`config.mk`:
```
export PLATFORM = sky130hd
export DESIGN_NAME = windowed_mean_variance_core
export DESIGN_NICKNAME = d
export VERILOG_FILES = /design/src/rtl/wmv_pkg.sv /design/src/rtl/wmv_ram.sv /design/src/rtl/wmv_div.sv /design/src/rtl/windowed_mean_variance_core.sv
export SDC_FILE = /design/constraint.sdc
export NUM_CORES = 2
export LEC_CHECK = 0
export ABC_CLOCK_PERIOD_IN_PS = 10100
export BUFFER_PORTS_ARGS = -buffer_cell sky130_fd_sc_hd__buf_2
export CAP_MARGIN = 20
export CORE_UTILIZATION = 60
export CTS_CLUSTER_DIAMETER = 100
export DETAILED_ROUTE_END_ITERATION = 12
export HOLD_SLACK_MARGIN = 0.15
export MAX_ROUTING_LAYER = met4
export PLACE_DENSITY_LB_ADDON = 0.25
export SLEW_MARGIN = 20
export SYNTH_ARGS = -nofsm -noshare
export SYNTH_HDL_FRONTEND = slang
export SYNTH_SLANG_ARGS = --single-unit
export TNS_END_PERCENT = 1
```
`constraint.sdc`:
```
create_clock -name clk_i -period 10.1 [get_ports clk_i]
set_clock_uncertainty 0.05 [all_clocks]
set_input_delay 1.01 -clock clk_i [delete_from_list [all_inputs] [get_ports clk_i]]
set_output_delay 1.01 -clock clk_i [all_outputs]
set_load 0.05 [all_outputs]
```
`src/rtl/wmv_pkg.sv`:
```
`default_nettype none

package wmv_pkg;

  // item field widths
  localparam int unsigned CH_W      = 2;
  localparam int unsigned SAMPLE_W  = 12;
  localparam int unsigned FILL_W    = 5;
  localparam int unsigned MEAN_W    = 20;
  localparam int unsigned VAR_W     = 30;
  localparam int unsigned FRAC_BITS = 8;

  // packed tdata widths, padded to whole bytes
  localparam int unsigned S_DATA_W = 16;
  localparam int unsigned M_DATA_W = 72;
  localparam int unsigned M_PAD_W  = M_DATA_W - (SAMPLE_W + FILL_W + MEAN_W + VAR_W);

  typedef enum logic [2:0] {
    ST_IDLE,
    ST_RDST,
    ST_RDRING,
    ST_MUL,
    ST_SUB,
    ST_DIV,
    ST_DONE
  } state_e;

endpackage

`default_nettype wire

```
`src/rtl/wmv_ram.sv`:
```
`default_nettype none

module wmv_ram #(
  parameter int unsigned WIDTH = 12,
  parameter int unsigned DEPTH = 60
) (
  input  wire logic                                          clk_i,
  input  wire logic                                          we_i,
  input  wire logic [((DEPTH > 1) ? $clog2(DEPTH) : 1)-1:0] waddr_i,
  input  wire logic [WIDTH-1:0]                              wdata_i,
  input  wire logic                                          re_i,
  input  wire logic [((DEPTH > 1) ? $clog2(DEPTH) : 1)-1:0] raddr_i,
  output logic      [WIDTH-1:0]                              rdata_o
);

  logic [WIDTH-1:0] mem_q [DEPTH];

  always_ff @(posedge clk_i) begin
    if (we_i) begin
      mem_q[waddr_i] <= wdata_i;
    end
    if (re_i) begin
      rdata_o <= mem_q[raddr_i];
    end
  end

endmodule

`default_nettype wire

```
`src/rtl/wmv_div.sv`:
```
`default_nettype none

// Restoring divider, one quotient bit per cycle while busy.
module wmv_div #(
  parameter int unsigned DW = 42,
  parameter int unsigned VW = 10
) (
  input  wire logic          clk_i,
  input  wire logic          rst_ni,
  input  wire logic          start_i,
  input  wire logic [DW-1:0] dividend_i,
  input  wire logic [VW-1:0] divisor_i,
  output logic               busy_o,
  output logic      [DW-1:0] quotient_o
);

  localparam int unsigned CW = $clog2(DW + 1);

  logic [DW-1:0] quo_q, quo_d;
  logic [VW-1:0] rem_q, rem_d;
  logic [VW-1:0] dvs_q;
  logic [CW-1:0] cnt_q;
  logic          busy_q;
  logic [VW:0]   trial;
  logic [VW:0]   diff;
  logic          ge;

  always_comb begin
    trial = {rem_q, quo_q[DW-1]};
    diff  = trial - {1'b0, dvs_q};
    ge    = (trial >= {1'b0, dvs_q});
    rem_d = ge ? diff[VW-1:0] : trial[VW-1:0];
    quo_d = {quo_q[DW-2:0], ge};
  end

  always_ff @(posedge clk_i or negedge rst_ni) begin
    if (!rst_ni) begin
      busy_q <= 1'b0;
      cnt_q  <= '0;
    end else if (start_i) begin
      busy_q <= 1'b1;
      cnt_q  <= CW'(DW);
    end else if (busy_q) begin
      cnt_q <= cnt_q - 1'b1;
      if (cnt_q == CW'(1)) begin
        busy_q <= 1'b0;
      end
    end
  end

  always_ff @(posedge clk_i) begin
    if (start_i) begin
      quo_q <= dividend_i;
      rem_q <= '0;
      dvs_q <= divisor_i;
    end else if (busy_q) begin
      quo_q <= quo_d;
      rem_q <= rem_d;
    end
  end

  assign busy_o     = busy_q;
  assign quotient_o = quo_q;

endmodule

`default_nettype wire

```
`src/rtl/windowed_mean_variance_core.sv`:
```
`default_nettype none

// Channel   Dir  tdata (low bit up)                               tuser
// s_axis    in   sample[11:0]                                     channel[1:0]
// m_axis    out  latest_value, fill_count, mean_fixed,            source_channel[1:0]
//                variance_fixed
//
// One item at a time; of the two dividers the wider variance divider finishes last.
// A sample with channel >= CHANNELS is taken and dropped. After reset all windows
// are empty; no clearing pass. A result waiting on m_axis does not block the next
// input item; only the next result waits for it.
module windowed_mean_variance_core #(
  parameter int unsigned WINDOW   = 20,
  parameter int unsigned CHANNELS = 3
) (
  input  wire logic                           clk_i,
  input  wire logic                           rst_ni,
  input  wire logic                           s_axis_tvalid_i,
  output logic                                s_axis_tready_o,
  input  wire logic [wmv_pkg::S_DATA_W-1:0]   s_axis_tdata_i,  // sample[11:0], zero pad
  input  wire logic [wmv_pkg::CH_W-1:0]       s_axis_tuser_i,  // channel
  output logic                                m_axis_tvalid_o,
  input  wire logic                           m_axis_tready_i,
  // latest_value[11:0], fill_count[16:12], mean_fixed[36:17], variance_fixed[66:37], pad
  output logic      [wmv_pkg::M_DATA_W-1:0]   m_axis_tdata_o,
  output logic      [wmv_pkg::CH_W-1:0]       m_axis_tuser_o   // source_channel
);

  import wmv_pkg::*;

  localparam int unsigned CAW    = (CHANNELS > 1) ? $clog2(CHANNELS) : 1;
  localparam int unsigned RDEPTH = CHANNELS * WINDOW;
  localparam int unsigned RAW    = (RDEPTH > 1) ? $clog2(RDEPTH) : 1;
  localparam int unsigned PW     = (WINDOW > 1) ? $clog2(WINDOW) : 1;
  localparam int unsigned NW     = $clog2(WINDOW + 1);
  localparam int unsigned SUMW   = $clog2(4095 * WINDOW + 1);
  localparam int unsigned SQW    = $clog2(4095 * 4095 * WINDOW + 1);
  localparam int unsigned SSW    = 2 * SAMPLE_W;
  localparam int unsigned NUMW   = NW + SQW;
  localparam int unsigned S2W    = 2 * SUMW;
  localparam int unsigned XW     = (NUMW > S2W) ? NUMW : S2W;
  localparam int unsigned MDW    = SUMW + FRAC_BITS;
  localparam int unsigned VDW    = NUMW + FRAC_BITS;
  localparam int unsigned NNW    = 2 * NW;

  typedef struct packed {
    logic [SQW-1:0]  sq;
    logic [SUMW-1:0] sum;
    logic [NW-1:0]   held;
    logic [PW-1:0]   pos;
  } chst_t;

  localparam int unsigned STW = $bits(chst_t);

  state_e state_q, state_d;

  logic [CH_W-1:0]     ch_q;
  logic [SAMPLE_W-1:0] smp_q;
  logic [SSW-1:0]      ssq_q;
  chst_t               cur_q;
  logic [RAW-1:0]      slot_q;
  logic [NW-1:0]       n_q;
  logic [SUMW-1:0]     sum_q;
  logic [SQW-1:0]      sq_q;
  logic [NUMW-1:0]     nsq_q;
  logic [S2W-1:0]      sum2_q;
  logic [NNW-1:0]      nn_q;
  logic [CHANNELS-1:0] vld_q;
  logic                m_valid_q;
  logic [M_DATA_W-1:0] m_data_q;
  logic [CH_W-1:0]     m_user_q;

  logic                in_acc;
  logic                ch_ok;
  logic [CAW-1:0]      in_idx;
  logic [CAW-1:0]      ch_idx;

  logic                st_we;
  logic                st_re;
  chst_t               st_wdata;
  logic [STW-1:0]      st_rdata;
  logic                ring_we;
  logic                ring_re;
  logic [RAW-1:0]      ring_raddr;
  logic [SAMPLE_W-1:0] ring_rdata;

  chst_t               cur;
  chst_t               upd;
  logic                full;
  logic [SSW-1:0]      old_sq;
  logic [XW-1:0]       num;
  logic                div_start;
  logic                mdiv_busy;
  logic                vdiv_busy;
  logic [MDW-1:0]      mdiv_q;
  logic [VDW-1:0]      vdiv_q;
  logic                out_load;

  assign in_idx = CAW'(s_axis_tuser_i);
  assign ch_idx = CAW'(ch_q);
  assign ch_ok  = (32'(s_axis_tuser_i) < 32'(CHANNELS));
  assign in_acc = s_axis_tvalid_i && s_axis_tready_o;

  // next state
  always_comb begin
    state_d = state_q;
    unique case (state_q)
      ST_IDLE:   if (in_acc && ch_ok) state_d = ST_RDST;
      ST_RDST:   state_d = ST_RDRING;
      ST_RDRING: state_d = ST_MUL;
      ST_MUL:    state_d = ST_SUB;
      ST_SUB:    state_d = ST_DIV;
      ST_DIV:    if (!mdiv_busy && !vdiv_busy) state_d = ST_DONE;
      ST_DONE:   if (!m_valid_q || m_axis_tready_i) state_d = ST_IDLE;
      default:   state_d = ST_IDLE;
    endcase
  end

  // memory controls and datapath
  always_comb begin
    s_axis_tready_o = (state_q == ST_IDLE);
    st_re      = in_acc && ch_ok;
    ring_re    = (state_q == ST_RDST);
    ring_we    = (state_q == ST_RDRING);
    st_we      = (state_q == ST_RDRING);
    div_start  = (state_q == ST_SUB);
    out_load   = (state_q == ST_DONE) && (!m_valid_q || m_axis_tready_i);

    // a channel not yet written reads as an empty window
    cur        = vld_q[ch_idx] ? chst_t'(st_rdata) : '0;
    ring_raddr = RAW'(ch_q) * RAW'(WINDOW) + RAW'(cur.pos);

    // oldest sample leaves only once the window is full
    full       = (cur_q.held == NW'(WINDOW));
    old_sq     = ring_rdata * ring_rdata;
    upd.pos    = (cur_q.pos == PW'(WINDOW - 1)) ? '0 : cur_q.pos + 1'b1;
    upd.held   = full ? cur_q.held : cur_q.held + 1'b1;
    upd.sum    = cur_q.sum + SUMW'(smp_q) - (full ? SUMW'(ring_rdata) : '0);
    upd.sq     = cur_q.sq + SQW'(ssq_q) - (full ? SQW'(old_sq) : '0);
    st_wdata   = upd;

    num = (XW'(nsq_q) >= XW'(sum2_q)) ? XW'(nsq_q) - XW'(sum2_q) : '0;
  end

  wmv_ram #(
    .WIDTH (STW),
    .DEPTH (CHANNELS)
  ) u_st_ram (
    .clk_i   (clk_i),
    .we_i    (st_we),
    .waddr_i (ch_idx),
    .wdata_i (st_wdata),
    .re_i    (st_re),
    .raddr_i (in_idx),
    .rdata_o (st_rdata)
  );

  wmv_ram #(
    .WIDTH (SAMPLE_W),
    .DEPTH (RDEPTH)
  ) u_ring_ram (
    .clk_i   (clk_i),
    .we_i    (ring_we),
    .waddr_i (slot_q),
    .wdata_i (smp_q),
    .re_i    (ring_re),
    .raddr_i (ring_raddr),
    .rdata_o (ring_rdata)
  );

  wmv_div #(
    .DW (MDW),
    .VW (NW)
  ) u_mean_div (
    .clk_i      (clk_i),
    .rst_ni     (rst_ni),
    .start_i    (div_start),
    .dividend_i ({sum_q, FRAC_BITS'(0)}),
    .divisor_i  (n_q),
    .busy_o     (mdiv_busy),
    .quotient_o (mdiv_q)
  );

  wmv_div #(
    .DW (VDW),
    .VW (NNW)
  ) u_var_div (
    .clk_i      (clk_i),
    .rst_ni     (rst_ni),
    .start_i    (div_start),
    .dividend_i ({NUMW'(num), FRAC_BITS'(0)}),
    .divisor_i  (nn_q),
    .busy_o     (vdiv_busy),
    .quotient_o (vdiv_q)
  );

  always_ff @(posedge clk_i or negedge rst_ni) begin
    if (!rst_ni) begin
      state_q   <= ST_IDLE;
      vld_q     <= '0;
      m_valid_q <= 1'b0;
    end else begin
      state_q <= state_d;
      if (st_we) begin
        vld_q[ch_idx] <= 1'b1;
      end
      if (out_load) begin
        m_valid_q <= 1'b1;
      end else if (m_axis_tready_i) begin
        m_valid_q <= 1'b0;
      end
    end
  end

  always_ff @(posedge clk_i) begin
    if (in_acc) begin
      ch_q  <= s_axis_tuser_i;
      smp_q <= s_axis_tdata_i[SAMPLE_W-1:0];
    end
    if (state_q == ST_RDST) begin
      cur_q  <= cur;
      slot_q <= ring_raddr;
      ssq_q  <= smp_q * smp_q;
    end
    if (state_q == ST_RDRING) begin
      n_q   <= upd.held;
      sum_q <= upd.sum;
      sq_q  <= upd.sq;
    end
    if (state_q == ST_MUL) begin
      nsq_q  <= n_q * sq_q;
      sum2_q <= sum_q * sum_q;
      nn_q   <= n_q * n_q;
    end
    if (out_load) begin
      m_user_q <= ch_q;
      m_data_q <= {M_PAD_W'(0), VAR_W'(vdiv_q), MEAN_W'(mdiv_q), FILL_W'(n_q), smp_q};
    end
  end

  assign m_axis_tvalid_o = m_valid_q;
  assign m_axis_tdata_o  = m_data_q;
  assign m_axis_tuser_o  = m_user_q;

  // n*sumsq never falls below sum^2
  a_var_nonneg: assert property (@(posedge clk_i) disable iff (!rst_ni)
    (state_q == ST_SUB) |-> (XW'(nsq_q) >= XW'(sum2_q)))
    else $error("negative variance numerator");

  // fill count stays in 1..WINDOW on every write-back
  a_held_range: assert property (@(posedge clk_i) disable iff (!rst_ni)
    st_we |-> (upd.held != '0) && (upd.held <= NW'(WINDOW)))
    else $error("fill count out of range");

  a_ring_addr: assert property (@(posedge clk_i) disable iff (!rst_ni)
    ring_we |-> (32'(slot_q) < 32'(RDEPTH)))
    else $error("ring write beyond depth");

  // dividers are done whenever a new item can enter
  a_div_idle: assert property (@(posedge clk_i) disable iff (!rst_ni)
    (state_q == ST_IDLE) |-> (!mdiv_busy && !vdiv_busy))
    else $error("divider busy while idle");

endmodule

`default_nettype wire
```
Word level (Yosys, flattened, before mapping)
Memory sizes are Yosys's and may differ from the RTL's. A register that Yosys moved wholly into a read port is not among the register bits.
Index checks and enable logic that the tools add are counted.
- memory bits (writable): 888
- logic and storage cells: 119
- flip-flop bits (word level): 415
- bits of input ports: 22
- output and inout port bits: 76
- memories: 2
- memory list (name ; words ; bits a word ; read ports ; clocked after Yosys merged registers in ; wr ports ; RTL line ; source):
    u_ring_ram.mem_q ; 60 ; 12 ; 1 ; 1 ; 1 ; wmv_ram.sv:16 ; logic [WIDTH-1:0] mem_q [DEPTH];
    u_st_ram.mem_q ; 3 ; 56 ; 1 ; 1 ; 1 ; wmv_ram.sv:16 ;
- order comparisons: 6
- bitwise logic cells: 1
- multipliers: 6
- $add $sub $neg: 12
- reductions and logical operators: 14
- equal/unequal tests: 13
- muxes and demuxes: 34
- operator list (operator ; number):
    42-bit two-way mux ; 2
    25-bit two-way mux ; 2
    12-bit by 12-bit multiplier with 24-bit output ; 2
    34-bit >= comparator ; 1
    17-bit by 17-bit multiplier with 34-bit output ; 1
    5-bit by 29-bit multiplier with 34-bit output ; 1
    34-bit two-way mux ; 1
    34-bit subtractor ; 1
    5-bit two-way mux ; 6
    29-bit by 24-bit adder with 29-bit output ; 1
    29-bit by 24-bit subtractor with 29-bit output ; 1
    24-bit two-way mux ; 1
    3-bit one-hot mux with 7 select lines ; 1
    17-bit by 12-bit adder with 17-bit output ; 1
    17-bit by 12-bit subtractor with 17-bit output ; 1
    1-bit two-way mux ; 12
    12-bit two-way mux ; 1
    6-bit two-way mux ; 2
    11-bit by 10-bit >= comparator with 1-bit output ; 1
    5-bit by 1-bit adder with 5-bit output (second input constant) ; 2
    5-bit == test (second input constant) ; 2
    5-bit by 5-bit multiplier with 10-bit output ; 1
    10-bit two-way mux ; 1
    10-bit subtractor ; 1
    other kinds (26) ; 40

Longest topological paths before layout
- word-level depth: 5
- mapped depth: 33
- depth with buffers taken out: 32

Hierarchy
A second synthesis with hierarchy kept.
- cells, all modules: 5673
- area, all modules: 77276.6 µm²
- by module, submodules not included (module ; area each (µm²) ; instances ; cells an instance ; sequential area each (µm²)):
    windowed_mean_variance_core ; 35353.9 ; 1 ; 3533 ; 8973.6
    wmv_ram (u_ring_ram) ; 28652.5 ; 1 ; 1338 ; 21981.1
    wmv_ram (u_st_ram) ; 7957.6 ; 1 ; 413 ; 6726.5
    wmv_div (u_var_div) ; 3384.5 ; 1 ; 248 ; 1936.9
    wmv_div (u_mean_div) ; 1928.1 ; 1 ; 141 ; 1151.1

Worst setup path after synthesis
OpenSTA, ideal clock, no wires.
- path kind: flip-flop to flip-flop
- start: reg state_q[0]
- end: reg cur_q[0] (netlist name) (enable)
- library setup time: 0.685 ns
- period minus slack after synthesis: 8.264 ns
- setup slack: 1.836 ns
- arrival time: 7.529 ns
- stages on the path, launching flop included: 3
- data required time: 9.365 ns
- buffers on the path: 1
- path through: dfrtp_1 > clkbuf_1 > nor3b_1
- cells in the longest elaborated chain, start to end: 1
- RTL lines (element ; RTL line ; source):
    start, declared ; windowed_mean_variance_core.sv:55 ; state_e state_q, state_d;
    start signal, assigned ; windowed_mean_variance_core.sv:203 ; state_q <= state_d;
    3-bit by 1-bit == test with 1-bit output ; windowed_mean_variance_core.sv:220 ; if (state_q == ST_RDST) begin
    end signal, assigned ; windowed_mean_variance_core.sv:221 ; cur_q <= cur;
    end, declared ; windowed_mean_variance_core.sv:60 ; chst_t cur_q;
No other way between the ends.
A chain may end at the register's enable or synchronous reset.

==> impl_metrics.ini <==
[floorplanning]
die_w_um = 358
core-area_mm2 = 0.126
dieArea_mm2 = 0.128
start_util = 0.605
dieHeight_um = 358
core.rowCount = 130
pin_count = 98

[setup_path]
worst_setup_path_end_kind = register
max_stage_delay_ns = 0.69
r2r_cells = 29
crit_path_start_kind = register
reg2reg_from = u_ring_ram.rdata_o[6]
critical_path_arrival_ns = 8.76
cp_max_fo = 13
critPathRequiredTime_ns = 10.56
slowest_stage = edfxtp_1
reg2reg_slack_ns = 1.80
cp_top_family = adder cells
worstSetupPathType = reg2reg
worst-path-stages = 29
worst-path-buf-inv = 6
r2r-end = u_st_ram.mem_q[0][52]
critPathLaunch = u_ring_ram.rdata_o[6]
critPathCapture = u_st_ram.mem_q[0][52]

[clocking]
clk_path_buf_depth = 3
cts_tree = yes
cts_max_level = 4
cts_buffers = 143
clock_sinks = 1365
path_clk_slew_ns = 0.06
postCtsSetupBuffers = 0
clock-root-buffer = clkbuf_16
post_cts_resized = 0
clkLatencyLatePin_ns = 0.80

[power_and_ir_drop]
seqPwrFrac = 0.406
combPwrFrac = 0.273
switching_power_mw = 5.00
pwr-share-clk = 0.322
p_per_area_mw_per_mm2 = 197
p_leak_nw = 33.4
p_sw_frac = 0.304
peakVddDrop_v = 0.000229
intPower_mw = 11.4

[global_routing]
grt_max_degree = 119
grt_pass1_vias = 46317
grt-ovfl-total = 0
antenna_found_initial = 4
grtUsageTotal = 0.278
grt_pass1_wl_mm = 263

[hold_path]
hold_depth = 1
hold_path.class = in2reg

[placement]
port_buffers = 88
gp_congestion = 0.900
hpwl_mm = 114

[synth]
synth_top_area_frac = 0.518
synth_flop_cell = edfxtp_1
syn_inst = 5912
synth_warnings = 0
synthTopCellsByArea = edfxtp_1 (52%), fa_1 (12%), ha_1 (6.3%), inv_1 (4.0%), mux4_2 (2.8%)
seq_area_frac_synth = 0.533
synth.avg_cell_area_um2 = 12.9
synth_top_cell_by_area = edfxtp_1
synth-async-reset-ratio = 0.0147
synth-edff-count = 1314
synth.distinct_cells = 89
syn-cell-area_mm2 = 0.0761
ys_ff_latch = 1365

[cells_and_area]
drive_above_1_share = 0.0947
nets = 6892
final_cell_mix = edfxtp_1 (1,314), inv_1 (811), nand2_1 (540)
final_common_cell = edfxtp_1
syn2layout_area_growth_pct = 9.49

[timing]
fin_crit_ns = 8.30
hold_slack_ns = 0.352
maxSlewHeadroom = 0.251
tightestPinTransition_ns = 1.12
finalSetupViolCount = 0
finalHoldViolCount = 0
finalSetupTns_ns = 0
rsz0062_at_grt = false
timing.final.crit_share = 0.822
drv_slew = 0
fmax_mhz = 120

[route]
vias = 45840
viasPerCell = 5.89
first_pass_iters = 6
drt_iter0_markers = 4288
routed_wl_mm = 169
drtAntennaViolNets = 0
drcViolationCount = 0
wire_per_inst_um = 21.7

[flow_run]
cap_violations = 0

[outcome]
status = finished, final reports clean
## through the flow
stage	power (mW)	utilization	cell area, µm²	std cells	worst slack (ns)
final	16.4	0.663	83400	7788	1.80
after global routing	17.3	0.663	83300	7786	1.35
after floorplan	10.2	-	76100	5916	1.84
after global placement	11.1	0.624	78500	7522	1.92
after detailed placement	11.2	0.625	78600	7524	1.87
after CTS	16.5	0.663	83300	7784	1.79
## sequential cells by signal (all words and copies together) (netlist names), 6 cells and up
| register | flops |
|---|---|
| cur_q | 56 |
| m_axis_tdata_o | 67 |
| nn_q | 9 |
| nsq_q | 34 |
| smp_q | 12 |
| sq_q | 29 |
| ssq_q | 23 |
| sum2_q | 33 |
| sum_q | 17 |
| u_mean_div.quotient_o | 25 |
| u_ring_ram.mem_q | 720 |
| u_ring_ram.rdata_o | 12 |
| u_st_ram.mem_q | 168 |
| u_st_ram.rdata_o | 56 |
| u_var_div.cnt_q | 6 |
| u_var_div.dvs_q | 9 |
| u_var_div.quotient_o | 42 |
| u_var_div.rem_q | 10 |
## how the worst min path moves through the flow
stage,to,startpoint
global placement,u_var_div.dvs_q[3],nn_q[3]
global route,smp_q[6],s_axis_tdata_i[6]
CTS,smp_q[2],s_axis_tdata_i[2]
floorplan,u_var_div.dvs_q[0],nn_q[0]
finish,smp_q[6],s_axis_tdata_i[6]
detailed placement,u_var_div.dvs_q[7],nn_q[7]
## what timing repair did
action	CTS	global route
hold endpoints to repair	20	0
hold buffers	1	0
endpoints found under the setup margin	0	0
## per-layer routing
| metal | GRT usage | routed length (µm) | up-vias |
|---|---|---|---|
| met5 | - | 0 | - |
| met4 | 0.0798 | 4110 | 0 |
| li1 | - | - | 20782 |
| met1 | 0.369 | 69700 | 22951 |
| met3 | 0.0609 | 15100 | 292 |
| met2 | 0.435 | 80500 | 1815 |
## cells in the mapped netlist, types with 65 or more instances
master	count
o21ai_0	178
xnor2_1	149
and2_1	245
a21oi_1	209
ha_1	381
edfxtp_1	1314
a21o_1	65
mux2i_1	146
nor2_1	316
mux4_2	94
inv_1	813
fa_1	469
clkbuf_1	153
o221ai_1	66
nand2_1	542
## cells by family (layout without fill, tap and decap cells)
group / after synthesis / after routing / share of synthesized area
AOI/OAI and AO/OA: 825 / 825 / 0.0715
xor gates and xnor gates: 205 / 205 / 0.0236
adders and majority gates: 850 / 850 / 0.186
buffers and inverters: 1037 / 1255 / 0.0526
DFF: 1365 / 1365 / 0.533
muxes: 256 / 256 / 0.0494
other: 1 / 9 / 0.0000493
and+or+nand+nor: 1373 / 1373 / 0.0839
## power by group through the flow
stage | combinational, mW | sequential [mW] | clock (mW)
detailed placement | 4.43 | 6.79 | 0
global route | 5.06 | 6.67 | 5.56
CTS | 4.48 | 6.67 | 5.35
finish | 4.49 | 6.67 | 5.29
floorplan | 3.40 | 6.77 | 0
global placement | 4.29 | 6.79 | 0
## final cells by class
cell class | instances | area [µm²]
antenna | 4 | 10.0
fill | 8840 | 42400
clock inverter | 86 | 962
clock buffer | 173 | 3760
timing repair buffer | 177 | 1130
tap | 1650 | 2060
inverter | 819 | 3080
sequential | 1365 | 40600
multi-input combinational | 3514 | 31800
No activity file was read; power rests on OpenSTA's default activity.
